### src/hdl/rte_pkg.sv
package rte_pkg;

  localparam int unsigned TIME_W  = 48;
  localparam int unsigned DELTA_W = 32;
  localparam int unsigned CFG_W   = 17;
  localparam int unsigned US_W    = 27;
  localparam int unsigned VAR_W   = 22;
  localparam int unsigned OUT_W   = 31;
  localparam int unsigned SUM_W   = 36;

  localparam logic [1:0] CFG_INITIAL_TIMEOUT = 2'd0;
  localparam logic [1:0] CFG_MIN_TIMEOUT     = 2'd1;
  localparam logic [1:0] CFG_MAX_TIMEOUT     = 2'd2;
  localparam logic [1:0] CFG_SCAN_DELAY      = 2'd3;

  localparam logic [US_W-1:0] US_PER_MS = US_W'(1000);

  localparam logic [US_W-1:0] RST_MIN_US   = US_W'(100000);
  localparam logic [US_W-1:0] RST_MAX_US   = US_W'(10000000);
  localparam logic [US_W-1:0] RST_DELAY_US = US_W'(0);

  localparam logic signed [DELTA_W-1:0] NEG_TOLERANCE   = DELTA_W'(-50000);
  localparam logic signed [DELTA_W-1:0] NEG_REPLACEMENT = DELTA_W'(10000);
  localparam logic signed [DELTA_W-1:0] DELTA_LIMIT     = DELTA_W'(8000000);
  localparam logic signed [DELTA_W-1:0] VAR_FLOOR       = DELTA_W'(5000);
  localparam logic signed [DELTA_W-1:0] VAR_SEED_CAP    = DELTA_W'(2000000);
  localparam logic signed [SUM_W-1:0]   JUMP_LIMIT      = SUM_W'(1500000);
  localparam logic signed [SUM_W-1:0]   VAR_CAP_TRIGGER = SUM_W'(2300000);
  localparam logic [VAR_W-1:0]          VAR_CAP_VALUE   = VAR_W'(2000000);

  typedef enum logic [1:0] {
    STATUS_SEEDED       = 2'd0,
    STATUS_ACCEPTED     = 2'd1,
    STATUS_OUT_OF_RANGE = 2'd2,
    STATUS_BOGUS_JUMP   = 2'd3
  } status_t;

  typedef struct packed {
    logic signed [DELTA_W-1:0] delta;
    logic                      out_of_range;
  } sample_t;

  typedef struct packed {
    logic push;
    logic pop;
  } queue_ctrl_t;

  function automatic logic [US_W-1:0] ms_to_us(input logic [CFG_W-1:0] ms);
    ms_to_us = US_W'(ms) * US_PER_MS;
  endfunction

endpackage

### src/hdl/rte_in_if.sv
interface rte_in_if;
  logic                          valid;
  logic                          ready;
  logic [rte_pkg::TIME_W-1:0]    sent_time_us;
  logic [rte_pkg::TIME_W-1:0]    recv_time_us;

  modport source (output valid, output sent_time_us, output recv_time_us, input ready);
  modport sink (input valid, input sent_time_us, input recv_time_us, output ready);
endinterface

### src/hdl/rte_out_if.sv
interface rte_out_if;
  logic                              valid;
  logic                              ready;
  logic signed [rte_pkg::DELTA_W-1:0] smoothed_rtt_us;
  logic [rte_pkg::OUT_W-1:0]         rtt_variance_us;
  logic [rte_pkg::OUT_W-1:0]         timeout_us;
  logic [1:0]                        sample_status;

  modport source (output valid, output smoothed_rtt_us, output rtt_variance_us,
                  output timeout_us, output sample_status, input ready);
  modport sink (input valid, input smoothed_rtt_us, input rtt_variance_us,
                input timeout_us, input sample_status, output ready);
endinterface

### src/hdl/rte_front.sv
module rte_front (
  input  logic [rte_pkg::TIME_W-1:0] sent_time_us,
  input  logic [rte_pkg::TIME_W-1:0] recv_time_us,
  output rte_pkg::sample_t           sample
);

  logic signed [rte_pkg::TIME_W:0]    diff;
  logic signed [rte_pkg::DELTA_W-1:0] sat;
  logic signed [rte_pkg::DELTA_W-1:0] delta;

  localparam logic signed [rte_pkg::TIME_W:0] SAT_MAX =
    (rte_pkg::TIME_W+1)'({1'b0, {(rte_pkg::DELTA_W-1){1'b1}}});
  localparam logic signed [rte_pkg::TIME_W:0] SAT_MIN = -SAT_MAX - 1;

  always_comb begin
    diff = $signed({1'b0, recv_time_us}) - $signed({1'b0, sent_time_us});
    if (diff > SAT_MAX) begin
      sat = SAT_MAX[rte_pkg::DELTA_W-1:0];
    end else if (diff < SAT_MIN) begin
      sat = SAT_MIN[rte_pkg::DELTA_W-1:0];
    end else begin
      sat = diff[rte_pkg::DELTA_W-1:0];
    end
    // Small negative deltas come from clock jitter and are replaced.
    if (sat < 0 && sat > rte_pkg::NEG_TOLERANCE) begin
      delta = rte_pkg::NEG_REPLACEMENT;
    end else begin
      delta = sat;
    end
    sample.delta        = delta;
    sample.out_of_range = (delta >= rte_pkg::DELTA_LIMIT) || (delta < 0);
  end

endmodule

### src/hdl/rte_queue.sv
module rte_queue (
  input  logic                 clk,
  input  logic                 rst_n,
  input  rte_pkg::queue_ctrl_t ctrl,
  input  rte_pkg::sample_t     wr_item,
  output rte_pkg::sample_t     rd_item,
  output logic                 full,
  output logic                 not_empty
);

  rte_pkg::sample_t entry_r [2];
  logic             wr_ptr_r;
  logic             wr_ptr_nxt;
  logic             rd_ptr_r;
  logic             rd_ptr_nxt;
  logic [1:0]       count_r;
  logic [1:0]       count_nxt;

  assign full      = count_r == 2'd2;
  assign not_empty = count_r != 2'd0;
  assign rd_item   = entry_r[rd_ptr_r];

  always_comb begin
    wr_ptr_nxt = ctrl.push ? ~wr_ptr_r : wr_ptr_r;
    rd_ptr_nxt = ctrl.pop ? ~rd_ptr_r : rd_ptr_r;
    count_nxt  = count_r + 2'(ctrl.push) - 2'(ctrl.pop);
  end

  always_ff @(posedge clk) begin
    if (!rst_n) begin
      wr_ptr_r <= 1'b0;
      rd_ptr_r <= 1'b0;
      count_r  <= 2'd0;
    end else begin
      wr_ptr_r <= wr_ptr_nxt;
      rd_ptr_r <= rd_ptr_nxt;
      count_r  <= count_nxt;
    end
  end

  always_ff @(posedge clk) begin
    if (ctrl.push) begin
      entry_r[wr_ptr_r] <= wr_item;
    end
  end

`ifndef SYNTH
  a_no_push_when_full: assert property (@(posedge clk) disable iff (!rst_n)
    full |-> !ctrl.push) else $error("push into full queue");
  a_no_pop_when_empty: assert property (@(posedge clk) disable iff (!rst_n)
    !not_empty |-> !ctrl.pop) else $error("pop from empty queue");
`endif

endmodule

### src/hdl/rte_back.sv
module rte_back (
  input  logic                         clk,
  input  logic                         rst_n,
  input  logic                         cfg_we,
  input  logic [1:0]                   cfg_index,
  input  logic [rte_pkg::CFG_W-1:0]    cfg_wdata,
  input  logic                         item_valid,
  input  rte_pkg::sample_t             item,
  output logic                         item_pop,
  output logic                         res_valid,
  input  logic                         res_ready,
  output logic signed [rte_pkg::DELTA_W-1:0] res_srtt,
  output logic [rte_pkg::OUT_W-1:0]    res_var,
  output logic [rte_pkg::OUT_W-1:0]    res_timeout,
  output rte_pkg::status_t             res_status
);

  localparam int unsigned SW = rte_pkg::SUM_W;

  logic [rte_pkg::US_W-1:0]           min_us_r;
  logic [rte_pkg::US_W-1:0]           max_us_r;
  logic [rte_pkg::US_W-1:0]           delay_us_r;
  logic                               est_valid_r;
  logic signed [rte_pkg::DELTA_W-1:0] srtt_r;
  logic [rte_pkg::VAR_W-1:0]          var_r;
  logic [rte_pkg::US_W-1:0]           tmo_r;
  logic                               out_valid_r;
  rte_pkg::status_t                   status_r;

  logic signed [rte_pkg::DELTA_W-1:0] srtt_nxt;
  logic [rte_pkg::VAR_W-1:0]          var_nxt;
  logic [rte_pkg::US_W-1:0]           tmo_nxt;
  rte_pkg::status_t                   status_nxt;

  logic signed [SW-1:0] delta_w;
  logic signed [SW-1:0] srtt_w;
  logic signed [SW-1:0] var_w;
  logic signed [SW-1:0] diff;
  logic signed [SW-1:0] abs_diff;
  logic signed [SW-1:0] jump_bound;
  logic signed [SW-1:0] srtt_new;
  logic signed [SW-1:0] var_new;
  logic signed [SW-1:0] tmo_raw;
  logic signed [SW-1:0] tmo_clamped;
  logic signed [SW-1:0] lo_w;
  logic signed [SW-1:0] hi_w;
  logic signed [SW-1:0] delay_w;
  logic                 bogus_jump;
  logic                 reject;

  always_ff @(posedge clk) begin
    if (!rst_n) begin
      min_us_r   <= rte_pkg::RST_MIN_US;
      max_us_r   <= rte_pkg::RST_MAX_US;
      delay_us_r <= rte_pkg::RST_DELAY_US;
    end else if (cfg_we) begin
      case (cfg_index)
        rte_pkg::CFG_MIN_TIMEOUT: min_us_r   <= rte_pkg::ms_to_us(cfg_wdata);
        rte_pkg::CFG_MAX_TIMEOUT: max_us_r   <= rte_pkg::ms_to_us(cfg_wdata);
        rte_pkg::CFG_SCAN_DELAY:  delay_us_r <= rte_pkg::ms_to_us(cfg_wdata);
        // The initial timeout only applies before the first sample, and no
        // result is ever reported in that condition, so it is not stored.
        rte_pkg::CFG_INITIAL_TIMEOUT: begin
        end
        default: begin
        end
      endcase
    end
  end

  assign item_pop = item_valid && (!out_valid_r || res_ready);

  always_comb begin
    delta_w  = SW'(item.delta);
    srtt_w   = SW'(srtt_r);
    var_w    = $signed({{(SW - rte_pkg::VAR_W){1'b0}}, var_r});
    lo_w     = $signed({{(SW - rte_pkg::US_W){1'b0}}, min_us_r});
    hi_w     = $signed({{(SW - rte_pkg::US_W){1'b0}}, max_us_r});
    delay_w  = $signed({{(SW - rte_pkg::US_W){1'b0}}, delay_us_r});

    diff       = delta_w - srtt_w;
    abs_diff   = (diff < 0) ? -diff : diff;
    jump_bound = (srtt_w <<< 1) + srtt_w + (var_w <<< 1);
    bogus_jump = (diff > rte_pkg::JUMP_LIMIT) && (diff > jump_bound);

    if (!est_valid_r) begin
      srtt_new = delta_w;
      if (item.delta < rte_pkg::VAR_FLOOR) begin
        var_new = SW'(rte_pkg::VAR_FLOOR);
      end else if (item.delta > rte_pkg::VAR_SEED_CAP) begin
        var_new = SW'(rte_pkg::VAR_SEED_CAP);
      end else begin
        var_new = delta_w;
      end
    end else begin
      srtt_new = srtt_w + (diff >>> 3);
      var_new  = var_w + ((abs_diff - var_w) >>> 2);
    end

    tmo_raw = srtt_new + (var_new <<< 2);
    if (tmo_raw > hi_w) begin
      tmo_clamped = hi_w;
    end else if (tmo_raw < lo_w) begin
      tmo_clamped = lo_w;
    end else begin
      tmo_clamped = tmo_raw;
    end
    if (delay_us_r != '0 && tmo_clamped < delay_w) begin
      tmo_clamped = delay_w;
    end

    reject = est_valid_r && (item.out_of_range || bogus_jump);

    if (reject) begin
      srtt_nxt   = srtt_r;
      var_nxt    = var_r;
      tmo_nxt    = tmo_r;
      status_nxt = item.out_of_range ? rte_pkg::STATUS_OUT_OF_RANGE
                                     : rte_pkg::STATUS_BOGUS_JUMP;
    end else begin
      srtt_nxt   = srtt_new[rte_pkg::DELTA_W-1:0];
      var_nxt    = (var_new > rte_pkg::VAR_CAP_TRIGGER) ? rte_pkg::VAR_CAP_VALUE
                                                        : var_new[rte_pkg::VAR_W-1:0];
      tmo_nxt    = tmo_clamped[rte_pkg::US_W-1:0];
      status_nxt = est_valid_r ? rte_pkg::STATUS_ACCEPTED : rte_pkg::STATUS_SEEDED;
    end
  end

  always_ff @(posedge clk) begin
    if (!rst_n) begin
      est_valid_r <= 1'b0;
      srtt_r      <= '0;
      var_r       <= '0;
      tmo_r       <= '0;
      out_valid_r <= 1'b0;
    end else begin
      if (item_pop) begin
        est_valid_r <= 1'b1;
        srtt_r      <= srtt_nxt;
        var_r       <= var_nxt;
        tmo_r       <= tmo_nxt;
        out_valid_r <= 1'b1;
      end else if (res_ready) begin
        out_valid_r <= 1'b0;
      end
    end
  end

  always_ff @(posedge clk) begin
    if (item_pop) begin
      status_r <= status_nxt;
    end
  end

  assign res_valid   = out_valid_r;
  assign res_srtt    = srtt_r;
  assign res_var     = rte_pkg::OUT_W'(var_r);
  assign res_timeout = rte_pkg::OUT_W'(tmo_r);
  assign res_status  = status_r;

`ifndef SYNTH
  a_var_capped: assert property (@(posedge clk) disable iff (!rst_n)
    $signed({{(SW - rte_pkg::VAR_W){1'b0}}, var_r}) <= rte_pkg::VAR_CAP_TRIGGER)
    else $error("stored variance above cap trigger");
  a_seed_first: assert property (@(posedge clk) disable iff (!rst_n)
    item_pop && !est_valid_r |=> res_status == rte_pkg::STATUS_SEEDED)
    else $error("first transaction not reported as seed");
  a_reject_keeps_state: assert property (@(posedge clk) disable iff (!rst_n)
    item_pop && reject |=> $stable(srtt_r) && $stable(var_r) && $stable(tmo_r))
    else $error("rejected sample changed the estimator state");
  a_pop_loads_result: assert property (@(posedge clk) disable iff (!rst_n)
    item_pop |=> out_valid_r) else $error("result lost after pop");
`endif

endmodule

### src/hdl/rtt_timeout_estimator_core.sv
// Retransmission timeout estimator.
// Input channel in_ch carries one probe per transaction: its send and
// receive timestamps in microseconds. Output channel out_ch returns exactly
// one result transaction per input: smoothed RTT, variance, timeout and a
// status code (seeded, accepted, out of range, bogus jump).
// Both channels use valid/ready; a transaction completes when both are high.
// The front stage forms the saturated delta and flags out-of-range samples
// in the accept cycle; a two-entry queue then feeds the estimator update,
// which is combinational and writes an output register.
// Each input is registered in a queue entry, then in the output register;
// one transaction per cycle is sustained while out_ch.ready stays high.
// When out_ch.ready is low the output register holds its result, the queue
// fills, and in_ch.ready drops once both queue entries are occupied.
// Configuration writes (cfg_we, cfg_index, cfg_wdata in milliseconds) take
// effect from the next cycle and should only be issued while idle.
// Synchronous reset clears the estimator, empties the queue and restores
// the default timeout window.
module rtt_timeout_estimator_core (
  input  logic                      clk,
  input  logic                      rst_n,
  input  logic                      cfg_we,
  input  logic [1:0]                cfg_index,
  input  logic [rte_pkg::CFG_W-1:0] cfg_wdata,
  rte_in_if.sink                    in_ch,
  rte_out_if.source                 out_ch
);

  rte_pkg::sample_t     front_item;
  rte_pkg::sample_t     head_item;
  rte_pkg::queue_ctrl_t q_ctrl;
  logic                 q_full;
  logic                 q_not_empty;
  logic                 pop;
  rte_pkg::status_t     status;

  rte_front u_front (
    .sent_time_us (in_ch.sent_time_us),
    .recv_time_us (in_ch.recv_time_us),
    .sample       (front_item)
  );

  assign in_ch.ready = !q_full;
  assign q_ctrl.push = in_ch.valid && !q_full;
  assign q_ctrl.pop  = pop;

  rte_queue u_queue (
    .clk       (clk),
    .rst_n     (rst_n),
    .ctrl      (q_ctrl),
    .wr_item   (front_item),
    .rd_item   (head_item),
    .full      (q_full),
    .not_empty (q_not_empty)
  );

  rte_back u_back (
    .clk         (clk),
    .rst_n       (rst_n),
    .cfg_we      (cfg_we),
    .cfg_index   (cfg_index),
    .cfg_wdata   (cfg_wdata),
    .item_valid  (q_not_empty),
    .item        (head_item),
    .item_pop    (pop),
    .res_valid   (out_ch.valid),
    .res_ready   (out_ch.ready),
    .res_srtt    (out_ch.smoothed_rtt_us),
    .res_var     (out_ch.rtt_variance_us),
    .res_timeout (out_ch.timeout_us),
    .res_status  (status)
  );

  assign out_ch.sample_status = status;

endmodule

### src/flat_wrapper.sv
// flat-port wrapper written by rule: the top's interface ports become plain ports
module rtt_timeout_estimator_core_flat 
  (clk, rst_n, cfg_we, cfg_index, cfg_wdata, in_ch_valid, in_ch_sent_time_us, in_ch_recv_time_us, in_ch_ready, out_ch_valid, out_ch_smoothed_rtt_us, out_ch_rtt_variance_us, out_ch_timeout_us, out_ch_sample_status, out_ch_ready);
  rte_in_if in_ch_i ();
  rte_out_if out_ch_i ();
  input  logic clk;
  input  logic rst_n;
  input  logic cfg_we;
  input  logic [1:0] cfg_index;
  input  logic [rte_pkg::CFG_W-1:0] cfg_wdata;
  input wire logic [$bits(in_ch_i.valid)-1:0] in_ch_valid;
  input wire logic [$bits(in_ch_i.sent_time_us)-1:0] in_ch_sent_time_us;
  input wire logic [$bits(in_ch_i.recv_time_us)-1:0] in_ch_recv_time_us;
  output wire logic [$bits(in_ch_i.ready)-1:0] in_ch_ready;
  output wire logic [$bits(out_ch_i.valid)-1:0] out_ch_valid;
  output wire logic [$bits(out_ch_i.smoothed_rtt_us)-1:0] out_ch_smoothed_rtt_us;
  output wire logic [$bits(out_ch_i.rtt_variance_us)-1:0] out_ch_rtt_variance_us;
  output wire logic [$bits(out_ch_i.timeout_us)-1:0] out_ch_timeout_us;
  output wire logic [$bits(out_ch_i.sample_status)-1:0] out_ch_sample_status;
  input wire logic [$bits(out_ch_i.ready)-1:0] out_ch_ready;
  assign in_ch_i.valid = in_ch_valid;
  assign in_ch_i.sent_time_us = in_ch_sent_time_us;
  assign in_ch_i.recv_time_us = in_ch_recv_time_us;
  assign in_ch_ready = in_ch_i.ready;
  assign out_ch_valid = out_ch_i.valid;
  assign out_ch_smoothed_rtt_us = out_ch_i.smoothed_rtt_us;
  assign out_ch_rtt_variance_us = out_ch_i.rtt_variance_us;
  assign out_ch_timeout_us = out_ch_i.timeout_us;
  assign out_ch_sample_status = out_ch_i.sample_status;
  assign out_ch_i.ready = out_ch_ready;
  rtt_timeout_estimator_core u_core (.clk(clk), .rst_n(rst_n), .cfg_we(cfg_we), .cfg_index(cfg_index), .cfg_wdata(cfg_wdata), .in_ch(in_ch_i), .out_ch(out_ch_i));
endmodule
### config.mk
export PLATFORM = sky130hd
export DESIGN_NAME = rtt_timeout_estimator_core_flat
export DESIGN_NICKNAME = d
export VERILOG_FILES = /design/src/hdl/rte_pkg.sv /design/src/hdl/rte_in_if.sv /design/src/hdl/rte_out_if.sv /design/src/hdl/rte_front.sv /design/src/hdl/rte_queue.sv /design/src/hdl/rte_back.sv /design/src/hdl/rtt_timeout_estimator_core.sv /design/src/flat_wrapper.sv
export SDC_FILE = /design/constraint.sdc
export NUM_CORES = 1
export LEC_CHECK = 0
export ABC_AREA = 1
export BUFFER_PORTS_ARGS = -buffer_cell sky130_fd_sc_hd__buf_2
export CORE_MARGIN = 2
export CORE_UTILIZATION = 35
export CTS_CLUSTER_SIZE = 24
export DETAILED_ROUTE_END_ITERATION = 10
export GPL_TIMING_DRIVEN = 0
export PLACE_DENSITY = 0.48
export SYNTH_ARGS = -nofsm -noshare
export SYNTH_HDL_FRONTEND = slang
export SYNTH_SLANG_ARGS = --single-unit
### constraint.sdc
create_clock -name clk -period 14.6 [get_ports clk]
set_clock_uncertainty 0.1 [all_clocks]
set_input_delay 2.92 -clock clk [delete_from_list [all_inputs] [get_ports clk]]
set_output_delay 2.92 -clock clk [all_outputs]
set_load 0.005 [all_outputs]
==> results.json <==
{
  "dr.pass1.iters": 6,
  "fill_cells": 9308,
  "max_cap_viol_count": 0,
  "tritoncts": "built",
  "dpl.cell_count": 5884,
  "rows": 107,
  "start_kind": "flop",
  "synth_top_cell_by_area": "ha_1",
  "numPortBuffers": 203,
  "gp_congestion": 0.966,
  "grt_max_degree": 31,
  "grt_use_total_pct": 26.1,
  "worst_slew_pin_slew_ns": 1.03,
  "status": "completed",
  "cp_max_fo": 15,
  "cts.sink_count": 228,
  "synthFlopType": "dfxtp_1",
  "period_share_pct": 95.1,
  "ys_warn_count": 0,
  "holdPathEnd": "u_core.u_queue.rd_ptr_r",
  "drive_above_1_share_pct": 10.1,
  "postRouteWirelength_mm": 118,
  "yosysUniqueCellTypes": 64,
  "die_w_um": 297,
  "dp_hpwl_mm": 101,
  "finalSetupViolations": 0,
  "synth_compound_area_share_pct": 18.7,
  "crit_buf_inv": 14,
  "synthMuxAreaShare_pct": 0.167,
  "hold_start": "u_core.u_queue.rd_ptr_r",
  "vias": 30600,
  "synth_seq_cells": 228,
  "synthXorXnorAreaFrac_pct": 5.63,
  "final_nets": 5375,
  "async_flop_share_pct": 0,
  "syn_area_per_cell_um2": 6.64,
  "syn2layout_area_growth_pct": 13.2,
  "synth_top_cells_by_area": "ha_1 16%, nand2_1 12%, dfxtp_1 11%",
  "synth-simple-area-share_pct": 24.8,
  "whs_path_depth": 1,
  "start_util_pct": 35.3,
  "grt_antenna_before_repair": 8,
  "reg2regPathDepth": 84,
  "synth_top_family_by_area": "simple AND/OR/NAND/NOR gates",
  "clk_pin_slew_ns": 0.06,
  "crit_top_cell": "nand2_1",
  "htreeDepth": 1,
  "crit_slowest_cell": "ha_1",
  "multi_input_area_mm2": 0.0218,
  "viasPerCell": 5.16,
  "num_antenna_cells": 0,
  "seqCellArea_mm2": 0.00525,
  "cp_data_required_time_ns": 15.01,
  "grt_pass1_vias": 29500,
  "reg2reg_setup_slack_ns": 0.71,
  "grt.overflow.total": 0,
  "final_antenna_net_count": 0,
  "cts_made_buffers": 26,
  "cp_top_family": "compound AO/OA/AOI/OAI gates",
  "yosysTopAreaCellShare_pct": 16.3,
  "fmax_ghz": 0.0720,
  "coreArea_mm2": 0.0850,
  "timing.setup.tns_ns": 0,
  "clockBufferDepth": 3,
  "drt_iter0_markers": 2351,
  "die_area_mm2": 0.0881,
  "detailed_place.area_mm2": 0.0326,
  "reg2reg_to": "u_core.u_back.tmo_r[16]",
  "hp-class": "flop to flop",
  "seq_area_frac_synth_pct": 17.5,
  "critical_path.max_stage_delay_ns": 0.48,
  "num_io_pins": 218,
  "synthAdderAreaFrac_pct": 22.0,
  "post-route-util_pct": 39.9,
  "min_period_ns": 13.89,
  "dieHeight_um": 297,
  "hold_viol_final": 0,
  "final_cells": 5942,
  "wl_per_cell_um": 19.9,
  "fin_area_mm2": 0.0340,
  "worstPathArrival_ns": 14.29,
  "syn-cell-area_mm2": 0.0300,
  "path_class": "flop to flop",
  "crit_path_end_kind": "flop",
  "synthesis.instances": 4522,
  "grt_pass1_wl_mm": 178,
  "slew_viol_final": 0,
  "worstSkewPairLatency_ns": 0.58,
  "slew_headroom_pct": 31.5,
  "root_buffer": "clkbuf_16",
  "synth_edf_count": 68,
  "drc": 0
}
area by class of cell:
class / instances / area share (%)
multi-input combinational: 3435 / 64.1
buffer: 106 / 1.65
clock inverter: 12 / 0.560
clock buffer: 36 / 2.17
sequential: 228 / 15.4
timing repair buffer: 219 / 3.42
inverter: 762 / 8.43
tap: 1144 / 4.22
state kept, by name, summed over array words and instances, names as in the netlist, named ones only:
register                   count
u_core.u_queue.wr_ptr_r        1
u_core.u_back.tmo_r           27
u_core.u_queue.rd_ptr_r        1
u_core.u_back.delay_us_r      24
u_core.u_back.est_valid_r      1
u_core.u_back.res_valid        1
u_core.u_queue.count_r         2
u_core.u_back.var_r           22
u_core.u_queue.entry_r        66
u_core.u_back.res_srtt        32
u_core.u_back.res_status       2
u_core.u_back.max_us_r        24
u_core.u_back.min_us_r        24
cell usage in the layout (no fill, tap or decap), types with 50 or more instances in the layout:
master      n
inv_1     745
nand4_1    61
nor2_1    338
o21ai_0   285
xnor2_1    50
dfxtp_1   160
buf_2     214
clkbuf_1   62
ha_1      384
edfxtp_1   68
nand2_1   934
fa_1       85
a21oi_1   472
xor2_1    141
nand3_1   186
worst max path at each step:
stage,endpoint,cells past startpoint,startpoint,slack [ns]
CTS,u_core.u_back.tmo_r[16],90,flop,0.02
global placement,u_core.u_back.tmo_r[8],82,flop,-2.68
detailed placement,u_core.u_back.tmo_r[8],82,flop,-2.71
global route,u_core.u_back.tmo_r[14],89,flop,-0.02
finish,u_core.u_back.tmo_r[16],84,flop,0.71
floorplan,u_core.u_back.tmo_r[7],90,flop,2.69
cell usage after synthesis (all sizes together) (38+ instances only):
library cell  instances
nor2                361
nand2               967
o21ai               314
a21oi               483
nor3                 52
fa                   86
buf                  38
xor2                141
nand3               194
nand4                62
edfxtp               68
dfxtp               160
xnor2                51
clkbuf               71
inv                 760
or2                  45
o211ai               49
ha                  391
metrics by stage:
step / setup WS, ns / hold WS, ns
after global routing: -0.0196 / 0.381
after floorplan: 2.69 / 0.326
after detailed placement: -2.71 / 0.346
final: 0.712 / 0.352
after CTS: 0.0203 / 0.355
after global placement: -2.68 / 0.338
routing by layer:
metal / up-vias / global-route usage [%] / wire length (um) / share of wire, %
li1: 15500 / - / - / -
met1: 14200 / 36.2 / 55700 / 47
met2: 802 / 41.9 / 51800 / 44
met3: 177 / 3.49 / 6620 / 5.6
met4: 8 / 7.90 / 3980 / 3.4
met5: - / 0 / 53 / 0.045
timing repair:
| action | CTS | global route |
|---|---|---|
| cloned | 0 | 0 |
| hold buffers | 0 | 0 |
| endpoints found under the setup margin | 27 | 27 |
| buffers inserted | 1 | 12 |
| gates resized for setup | 56 | 69 |
| pin swaps | 5 | 10 |
worst register-to-register path: cells and delay by family (launching register included):
| family | cells | cell delay [ns] |
|---|---|---|
| and+or+nand+nor | 36 | 4.03 |
| DFF | 1 | 0.30 |
| AOI/OAI and AO/OA | 26 | 4.69 |
| xor gates and xnor gates | 2 | 0.35 |
| buffers and inverters | 14 | 2.34 |
| adders and majority gates | 6 | 2.02 |
cells by family after synthesis:
logic type | after synthesis
AO/OA/AOI/OAI | 1013
AND/OR/NAND/NOR | 1735
other | 1
flip-flops | 228
XOR/XNOR | 192
multiplexers | 5
buffers and inverters | 871
adder cells (fa/ha/maj) | 477
Power is not shown: default switching activity piles up to over one toggle a cycle in this logic, so the estimate is an artifact.
